`src/rtl/mma_pkg.sv`:
```
// ----------------------------------------------------------------------------
// mma_pkg
// Shared types and constants of the multichannel moving average filter.
// ----------------------------------------------------------------------------
package mma_pkg;

  localparam int unsigned NUM_FIELDS      = 8;
  localparam int unsigned SAMPLE_W        = 12;
  localparam int unsigned CHANNELS_DEF    = 8;
  localparam int unsigned WINDOW_DEF      = 16;
  localparam int unsigned SAMPLE_BITS_DEF = 12;

  typedef struct packed {
    logic [SAMPLE_W-1:0] sample_0;
    logic [SAMPLE_W-1:0] sample_1;
    logic [SAMPLE_W-1:0] sample_2;
    logic [SAMPLE_W-1:0] sample_3;
    logic [SAMPLE_W-1:0] sample_4;
    logic [SAMPLE_W-1:0] sample_5;
    logic [SAMPLE_W-1:0] sample_6;
    logic [SAMPLE_W-1:0] sample_7;
  } in_item_t;

  typedef struct packed {
    logic [SAMPLE_W-1:0] average_0;
    logic [SAMPLE_W-1:0] average_1;
    logic [SAMPLE_W-1:0] average_2;
    logic [SAMPLE_W-1:0] average_3;
    logic [SAMPLE_W-1:0] average_4;
    logic [SAMPLE_W-1:0] average_5;
    logic [SAMPLE_W-1:0] average_6;
    logic [SAMPLE_W-1:0] average_7;
  } out_item_t;

  // per-stage load strobes shared by all lanes
  typedef struct packed {
    logic load_ring;
    logic primed;
    logic load_sum;
    logic load_mult;
  } stage_en_t;

endpackage

```
`src/rtl/mma_lane.sv`:
```
// ----------------------------------------------------------------------------
// mma_lane
// One channel: sample ring, running sum and divide-by-window by reciprocal.
// ----------------------------------------------------------------------------
module mma_lane #(
  parameter int unsigned WINDOW      = mma_pkg::WINDOW_DEF,
  parameter int unsigned SAMPLE_BITS = mma_pkg::SAMPLE_BITS_DEF
) (
  input  logic                         clk,
  input  logic                         rst,
  input  mma_pkg::stage_en_t           ctl,
  input  logic [$clog2(WINDOW)-1:0]    pos,
  input  logic [mma_pkg::SAMPLE_W-1:0] sample,
  output logic [mma_pkg::SAMPLE_W-1:0] average
);
  import mma_pkg::*;

  localparam int unsigned POS_W  = $clog2(WINDOW);
  localparam int unsigned SUM_W  = $clog2(WINDOW * ((2 ** SAMPLE_BITS) - 1) + 1);
  localparam int unsigned SHIFT  = SUM_W + POS_W;
  localparam int unsigned MULT_W = SUM_W + 1;
  localparam int unsigned PROD_W = SUM_W + MULT_W;
  localparam longint unsigned MULT =
    ((64'd1 << SHIFT) + 64'(WINDOW) - 64'd1) / 64'(WINDOW);

  logic [SAMPLE_BITS-1:0] ring [WINDOW];
  logic [SAMPLE_BITS-1:0] oldest;
  logic [SAMPLE_BITS-1:0] fresh;
  logic [SUM_W-1:0]       sum;
  logic [PROD_W-1:0]      prod;

  // read-before-write; slots not yet written since reset read as zero
  always_ff @(posedge clk) begin
    if (ctl.load_ring) begin
      ring[pos[POS_W-1:0]] <= SAMPLE_BITS'(sample);
      oldest               <= ctl.primed ? ring[pos[POS_W-1:0]] : '0;
      fresh                <= SAMPLE_BITS'(sample);
    end
  end

  always_ff @(posedge clk) begin
    if (rst) begin
      sum <= '0;
    end else if (ctl.load_sum) begin
      sum <= sum - SUM_W'(oldest) + SUM_W'(fresh);
    end
  end

  always_ff @(posedge clk) begin
    if (ctl.load_mult) begin
      prod <= PROD_W'(sum) * PROD_W'(MULT_W'(MULT));
    end
  end

  assign average = SAMPLE_W'(prod >> SHIFT);

endmodule

```
`src/rtl/multichannel_moving_average.sv`:
```
// ----------------------------------------------------------------------------
// multichannel_moving_average
// Eight-lane moving average over the last WINDOW frames of ADC samples.
// ----------------------------------------------------------------------------
// Usage:
//   sample / sample_valid / sample_ready carry one frame of eight samples per
//   item. average / average_valid / average_ready carry one result item per
//   frame: each channel's sum over the last WINDOW frames divided by WINDOW,
//   truncated. Channels at or above CHANNELS read as zero.
//   Four register stages: ring read, sum update, reciprocal multiply, output
//   register, in that order. One item per cycle is sustained while the
//   receiver keeps average_ready high; each lane's running-sum register feeds
//   back on itself directly, so consecutive frames flow back to back.
//   A stalled receiver holds the output register; upstream stages keep
//   accepting until every stage is full, so up to four items are in flight.
//   Synchronous reset clears the sums, the ring position and the pipeline;
//   ring slots not written since reset read as zero, so the first WINDOW-1
//   results average in zeros. No clearing pass is needed.
// ----------------------------------------------------------------------------
module multichannel_moving_average #(
  parameter int unsigned CHANNELS    = mma_pkg::CHANNELS_DEF,
  parameter int unsigned WINDOW      = mma_pkg::WINDOW_DEF,
  parameter int unsigned SAMPLE_BITS = mma_pkg::SAMPLE_BITS_DEF
) (
  input  logic               clk,
  input  logic               rst,
  input  logic               sample_valid,
  output logic               sample_ready,
  input  mma_pkg::in_item_t  sample,
  output logic               average_valid,
  input  logic               average_ready,
  output mma_pkg::out_item_t average
);
  import mma_pkg::*;

  localparam int unsigned POS_W = $clog2(WINDOW);

  logic             v_ring;
  logic             v_sum;
  logic             v_mult;
  logic             en_out;
  logic             en_mult;
  logic             en_sum;
  logic             en_ring;
  logic             accept;
  logic [POS_W-1:0] pos;
  logic             primed;
  stage_en_t        ctl;

  logic [SAMPLE_W-1:0] lane_in  [NUM_FIELDS];
  logic [SAMPLE_W-1:0] lane_out [NUM_FIELDS];

  assign en_out       = !average_valid || average_ready;
  assign en_mult      = !v_mult || en_out;
  assign en_sum       = !v_sum || en_mult;
  assign en_ring      = !v_ring || en_sum;
  assign sample_ready = en_ring;
  assign accept       = sample_valid && en_ring;

  assign ctl.load_ring = accept;
  assign ctl.primed    = primed;
  assign ctl.load_sum  = v_ring && en_sum;
  assign ctl.load_mult = v_sum && en_mult;

  always_ff @(posedge clk) begin
    if (rst) begin
      v_ring        <= 1'b0;
      v_sum         <= 1'b0;
      v_mult        <= 1'b0;
      average_valid <= 1'b0;
    end else begin
      if (en_ring) v_ring <= sample_valid;
      if (en_sum) v_sum <= v_ring;
      if (en_mult) v_mult <= v_sum;
      if (en_out) average_valid <= v_mult;
    end
  end

  always_ff @(posedge clk) begin
    if (rst) begin
      pos    <= '0;
      primed <= 1'b0;
    end else if (accept) begin
      if (pos == POS_W'(WINDOW - 1)) begin
        pos    <= '0;
        primed <= 1'b1;
      end else begin
        pos <= pos + 1'b1;
      end
    end
  end

  assign lane_in[0] = sample.sample_0;
  assign lane_in[1] = sample.sample_1;
  assign lane_in[2] = sample.sample_2;
  assign lane_in[3] = sample.sample_3;
  assign lane_in[4] = sample.sample_4;
  assign lane_in[5] = sample.sample_5;
  assign lane_in[6] = sample.sample_6;
  assign lane_in[7] = sample.sample_7;

  for (genvar c = 0; c < NUM_FIELDS; c++) begin : g_lane
    if (c < CHANNELS) begin : g_on
      mma_lane #(
        .WINDOW      (WINDOW),
        .SAMPLE_BITS (SAMPLE_BITS)
      ) u_lane (
        .clk     (clk),
        .rst     (rst),
        .ctl     (ctl),
        .pos     (pos),
        .sample  (lane_in[c]),
        .average (lane_out[c])
      );
    end else begin : g_off
      assign lane_out[c] = '0;
    end
  end

  // merge lanes into the output item
  always_ff @(posedge clk) begin
    if (v_mult && en_out) begin
      average.average_0 <= lane_out[0];
      average.average_1 <= lane_out[1];
      average.average_2 <= lane_out[2];
      average.average_3 <= lane_out[3];
      average.average_4 <= lane_out[4];
      average.average_5 <= lane_out[5];
      average.average_6 <= lane_out[6];
      average.average_7 <= lane_out[7];
    end
  end

endmodule

```
`config.mk`:
```
export PLATFORM = sky130hd
export DESIGN_NAME = multichannel_moving_average
export DESIGN_NICKNAME = d
export VERILOG_FILES = /design/src/rtl/mma_pkg.sv /design/src/rtl/mma_lane.sv /design/src/rtl/multichannel_moving_average.sv
export SDC_FILE = /design/constraint.sdc
export NUM_CORES = 2
export LEC_CHECK = 0
export ABC_AREA = 1
export BUFFER_PORTS_ARGS = -buffer_cell sky130_fd_sc_hd__buf_4
export CORE_MARGIN = 1
export CORE_UTILIZATION = 52
export CTS_BUF_LIST = sky130_fd_sc_hd__clkbuf_8 sky130_fd_sc_hd__clkbuf_16
export CTS_CLUSTER_DIAMETER = 50
export DETAILED_ROUTE_END_ITERATION = 10
export GPL_TIMING_DRIVEN = 0
export HOLD_SLACK_MARGIN = 0.06
export PLACE_DENSITY = 0.71
export SLEW_MARGIN = 15
export SYNTH_ARGS = -nofsm -noshare
export SYNTH_HDL_FRONTEND = slang
export SYNTH_SLANG_ARGS = --single-unit
export TNS_END_PERCENT = 1
```
`constraint.sdc`:
```
create_clock -name clk -period 12 [get_ports clk]
set_input_delay 1.2 -clock clk [delete_from_list [all_inputs] [get_ports clk]]
set_output_delay 1.2 -clock clk [all_outputs]
set_load 0.01 [all_outputs]
```
Word level (Yosys, flattened, before mapping). Memory sizes are Yosys's and may differ from the RTL's. A register that Yosys moved wholly into a read port is not among the register bits. Index checks and enable logic that the tools add are counted.

Bits in writable memories: 1536. Memories: 8. Register bits after elaboration: 457. Input port bits: 100. Word-level logic and storage cells: 88.

Reductions and logical operators: 21. Muxes and demuxes: 3. $add $sub $neg: 17. Eq/ne operators: 1.

Memory list: g_lane[0].g_on.u_lane.ring (depth 16, bits a word 12, read ports 1, clocked after Yosys merged registers in 1, wr ports 1, RTL line mma_lane.sv:26) `logic [SAMPLE_BITS-1:0] ring [WINDOW];`; g_lane[1].g_on.u_lane.ring (depth 16, bits a word 12, read ports 1, clocked after Yosys merged registers in 1, wr ports 1, RTL line mma_lane.sv:26); g_lane[2].g_on.u_lane.ring (depth 16, bits a word 12, read ports 1, clocked after Yosys merged registers in 1, wr ports 1, RTL line mma_lane.sv:26); g_lane[3].g_on.u_lane.ring (depth 16, bits a word 12, read ports 1, clocked after Yosys merged registers in 1, wr ports 1, RTL line mma_lane.sv:26); g_lane[4].g_on.u_lane.ring (depth 16, bits a word 12, read ports 1, clocked after Yosys merged registers in 1, wr ports 1, RTL line mma_lane.sv:26); g_lane[5].g_on.u_lane.ring (depth 16, bits a word 12, read ports 1, clocked after Yosys merged registers in 1, wr ports 1, RTL line mma_lane.sv:26); +2 memories.

Operators by type and width (count): 16-bit by 12-bit adder with 16-bit output (8); 16-bit by 12-bit subtractor with 16-bit output (8); 1-bit logical NOT (12); 4-bit by 1-bit adder with 4-bit output (second input constant) (1); 4-bit == test (second input constant) (1); 1-bit logical AND (4); 1-bit logical OR (4); 4-bit two-way mux (1); 1-bit two-way mux (2); 2-bit AND reduction (1).

Depth between registers and ports, before layout.
Depth in word-level cells: 8. Mapped depth: 15. Mapped depth without buffers: 15.

Cells and area by module. From an unflattened synthesis, not the netlist that was laid out.

Cell total of the unflattened synthesis: 6969. Area total of the unflattened synthesis: 86449.2 um2.

By module, submodules not included: mma_lane at g_lane[1].g_on.u_lane ... (instances 7, seq. area each 7166.9 um2, area each 10383.7 um2, cells an instance 852); mma_lane at g_lane[0].g_on.u_lane (instances 1, seq. area each 7166.9 um2, area each 10440.0 um2, cells an instance 852); multichannel_moving_average (instances 1, seq. area each 3062.9 um2, area each 3323.2 um2, cells an instance 153).

Worst setup path after synthesis. OpenSTA, ideal clock, no wires.

Path type: in2reg. From: input port average_ready. To: memory g_lane[0].g_on.u_lane.ring[0][0] in the netlist's numbering (enable). Data required time: 11.449 ns. Stages: 6. Data arrival time: 10.092 ns. Setup slack: 1.357 ns. Cell sequence: nor2_2 nand4_1 nand2_1 inv_1 nand2_1 nor2_1.

Longest elaborated chain between the ends: 7.

Ends and longest elaborated chain: start, declared (RTL line multichannel_moving_average.sv:31) `input logic average_ready,`; 1-bit logical OR (RTL line multichannel_moving_average.sv:53) `assign en_out = !average_valid || average_ready;`; 1-bit logical OR (RTL line multichannel_moving_average.sv:54) `assign en_mult = !v_mult || en_out;`; 1-bit logical OR (RTL line multichannel_moving_average.sv:55) `assign en_sum = !v_sum || en_mult;`; 1-bit logical OR (RTL line multichannel_moving_average.sv:56) `assign en_ring = !v_ring || en_sum;`; via sample_ready (RTL line multichannel_moving_average.sv:28) `output logic sample_ready,`; 1-bit logical AND (RTL line multichannel_moving_average.sv:58) `assign accept = sample_valid && en_ring;`; via accept (RTL line multichannel_moving_average.sv:45) `logic accept;`; 1-bit two-way mux (RTL line mma_lane.sv:34) `if (ctl.load_ring) begin`; 1-bit two-way mux (not written as such) (RTL line mma_lane.sv:35) `ring[pos[POS_W-1:0]] <= SAMPLE_BITS'(sample);`; end, declared (RTL line mma_lane.sv:26).

The timed path passes the listed nets, and every way through them passes these cells.

Worst setup path in the final report.
From: register pos[0]. To: memory g_lane[4].g_on.u_lane.ring[8][1] in the netlist's numbering (enable).

RTL lines: start, declared (RTL line multichannel_moving_average.sv:46) `logic [POS_W-1:0] pos;`; start signal, assigned (RTL line multichannel_moving_average.sv:88) `pos <= pos + 1'b1;`; end, declared (RTL line mma_lane.sv:26).

Straight into the memory's write port.

==> key figures <==
Yosys
  • Unique cell type count in the Yosys netlist: 29
  • Yosys reg bits: 2057
  • Yosys Warn Count: 0
  • XOR/XNOR Fraction of Synth Area: less than 1%
  • Synth Flop Type: edfxtp_1
  • Post-synth EDFFs: 1920
  • Mux cell area share after synthesis: 0%
  • Ys async rst share: 0%
  • Sequential area share after synthesis: between 60% and 70%
  • Mean Syn Cell Area: ~11 µm²
  • Main combinational cell family by area after synthesis: simple AND/OR/NAND/NOR gates
  • Area share of the largest cell type after synthesis: roughly 66%
  • Post-Synthesis Net Count: about 8100
  • Cell count after synthesis: ~7800
  • Top cell type by total area after synthesis: edfxtp_1
  • Post-synthesis simple-gate area fraction: about 13%
  • Synth top area cells: edfxtp_1 66%, nand2_1 5.8%, nor2_1 5.6%
  • Adder-Cell Fraction of Synth Area: slightly above 4%
  • Post-Syn Area: 0.0876 mm²
  • Synth Area in Compound Gates: slightly below 8%

Detailed routing
  • Initial DRT Pass Iterations: 9
  • Post-DR vias/cell: about 5.6
  • Drt drc: 0
  • Antenna viol nets, final: 0
  • Routed len/inst: about 24 µm
  • Vias: 59800
  • Detailed Route Iter0 Violations: 7999
  • Routed WL: ~250000 µm

Setup path
  • Most frequent CP cell: buf_12
  • Critical path class: flip-flop to flip-flop
  • Setup crit start: pos[0]$_SDFFE_PP0P_
  • Slowest cell on the critical path: dfxtp_1
  • Largest stage delay, worst path: around 660 ps
  • Element type at the critical path start: flip-flop
  • Crit path DAT: between 5000 and 6000 ps
  • CP Capture Type: flip-flop
  • CP required: approximately 13000 ps
  • Worst-path cell chain: inv_2, buf_4, buf_2, buf_2, ha_1, nand2_1, nor2_4, buf_16, buf_12, buf_12, buf_12
  • CP Max Fanout: 21
  • Worst reg2reg path startpoint: pos[0]$_SDFFE_PP0P_

Timing
  • Sum Neg Setup Slack: 0 ps
  • Final period utilization: between 30% and 40%
  • Max-slew violation count: 0
  • Final setup fails: 0
  • Skew final: 40.3 ps
  • Hold Slack: around 410 ps
  • Fin. Hold Viols: 0
  • Min cycle time layout: 4740 ps
  • Highest Clock Rate: about 0.21 GHz
  • Tightest Pin Transition: roughly 1300 ps
  • RSZ-0062 raised after global routing: no
  • Slew HR: roughly 10%

Clock tree
  • Cts hold-fix bufs: 0
  • Worst-path clk slew: 60 ps
  • CTS root buf: clkbuf_16
  • Clk_lat worst skew: around 870 ps
  • Post-CTS resize count: 0
  • Sink Count: 2057
  • Post-CTS Setup Bufs: 0
  • TritonCTS clock tree: yes
  • Maximum clock insertion buffer count: 3
  • H-tree lvl count: 4
  • CTS Buf Count: between 200 and 250

GRT
  • Met1 usage: 41.1%
  • First-pass GRT wire length: 365000 µm
  • Busiest grt layer: met2
  • Antenna violations before repair: 11
  • Vias in the first global route: ~56000
  • Largest net degree at the start of global routing: around 120
  • Met2 GRT Util: a little under half
  • GR Overflow Total: 0
  • GRT Total Usage: around 30%
  • Grt met3 use: slightly above 6%

Die
  • Die height: about 410 µm
  • Row Count: 150
  • Die W: 412 µm
  • Starting density of the core: between 50% and 60%
  • Core area: roughly 0.17 mm²
  • DIE AREA: around 0.17 mm²
  • Io pins: 198

Layout
  • Filler instances: between 10000 and 15000
  • Final Net Count: between 8000 and 9000
  • Core Util, Final: about three fifths
  • Final instance area: 0.101 mm²
  • Area grow syn2layout: 14.8%
  • Share of cells above drive strength 1: approximately 9.1%

Placement
  • IO Port Bufs: between 150 and 200
  • Detailed-placement wirelength estimate: approximately 180000 µm
  • RD Place Congestion: about 0.9
  • Placed Area: ~0.094 mm²

Pwr
  • IR drop worst, VDD: around 0.00014 V
  • P per Cell Area: roughly 160 mW/mm²
  • Pleak: between 0.03 and 0.04 µW

Run status
  • Status: finished clean

Worst hold path
  • Hold Crit Class: flip-flop to flip-flop
  • Min-delay src: g_lane[0].g_on.u_lane.prod[20]$_DFFE_PP_

Job
  • Maxcap violations: 0
==> metrics by stage <==
stage	setup WS (ps)	total power, µW	instances
2_1_floorplan	1360	9670	7788
5_1_grt	7380	17100	10700
6_report	7260	16500	10700
4_1_cts	7500	16500	10700
3_3_place_gp	-6050	10400	10200
3_5_place_dp	6700	10400	10300
==> flip-flops by register name, indices dropped and copies added (netlist names) <==
name and count:
v_ring 1, g_lane.g_on.u_lane.sum 128, average_valid 1, g_lane.g_on.u_lane.oldest 96, average 96, g_lane.g_on.u_lane.fresh 96, g_lane.g_on.u_lane.prod 96, pos 4
primed 1, g_lane.g_on.u_lane.ring 1536, v_sum 1, v_mult 1
==> cell usage in the layout, fill, tap and decap left out, types with 173 or more instances in the layout <==
cell type,instances
a21oi_1,173
buf_4,247
clkbuf_1,179
clkbuf_16,211
edfxtp_1,1920
inv_1,944
nand2_1,1353
nand3_1,176
nor2_1,1289
o21ai_0,820
o22ai_1,192
==> cell type report <==
cell class | count | area (µm²) | share of cell area [%]
Timing Repair Buffer | 282 | 3430 | 3.41
Antenna cell | 8 | 20.0 | 0.0199
Buffer | 347 | 1680 | 1.67
Inverter | 915 | 3450 | 3.43
Tap cell | 2204 | 2760 | 2.74
Multi-Input combinational cell | 4469 | 22200 | 22.1
Clock inverter | 173 | 1280 | 1.27
Sequential cell | 2057 | 60400 | 60.1
Clock buffer | 212 | 5290 | 5.27
==> worst max-delay path, delay by kind of cell (launching register included) <==
kind | cells | cell delay, ps
DFF | 1 | 660
buffers and inverters | 8 | 2540
and+or+nand+nor | 2 | 880
adders and majority gates | 1 | 200
==> layer usage <==
layer	up-vias	wire, µm
li1	27400	-
met1	28200	98200
met2	3725	113000
met3	551	31200
met4	0	11000
met5	-	0
==> synth_stat cells (2+ instances only) <==
master and count:
nand3_1 176, nand4_1 16, o21ai_1 15, dfxtp_1 137, xnor2_1 22, inv_2 5, o211ai_1 10, buf_6 9
ha_1 132, buf_4 50, nor3_1 24, edfxtp_1 1920, a21oi_1 173, or2_2 8, buf_1 14, fa_1 96
o21ai_0 820, inv_1 900, clkbuf_1 185, clkinv_1 10, nand2_1 1353, nor2_1 1307, buf_2 88, nor2_2 2
o22ai_1 192, xor2_1 26, a31oi_1 96
==> cell families (layout without fill, tap and decap cells) <==
family / after synthesis / in the layout
AO/OA/AOI/OAI: 1306 / 1306
XOR/XNOR: 48 / 48
other: 0 / 8
adder cells (fa/ha/maj): 228 / 228
buffers and inverters: 1262 / 1929
AND/OR/NAND/NOR: 2887 / 2887
flip-flops: 2057 / 2057
==> final timing paths <==
path | end | slack (ps) | depth (start not counted)
max | g_lane[4].g_on.u_lane.ring[8][1]$_DFFE_PP_ | 7260 | 11
min | average[84]$_DFFE_PP_ | 410 | 0
max reg2reg | g_lane[4].g_on.u_lane.ring[8][1]$_DFFE_PP_ | 7260 | 11
min reg2reg | average[84]$_DFFE_PP_ | 410 | 0
==> power breakdown <==
group	internal [µW]	switching, µW
Sequential	8000	94.0
Clock	3470	2780
Combinational	696	1510
Total	12200	4380
Note: power is estimated with default switching activity, not from simulation.
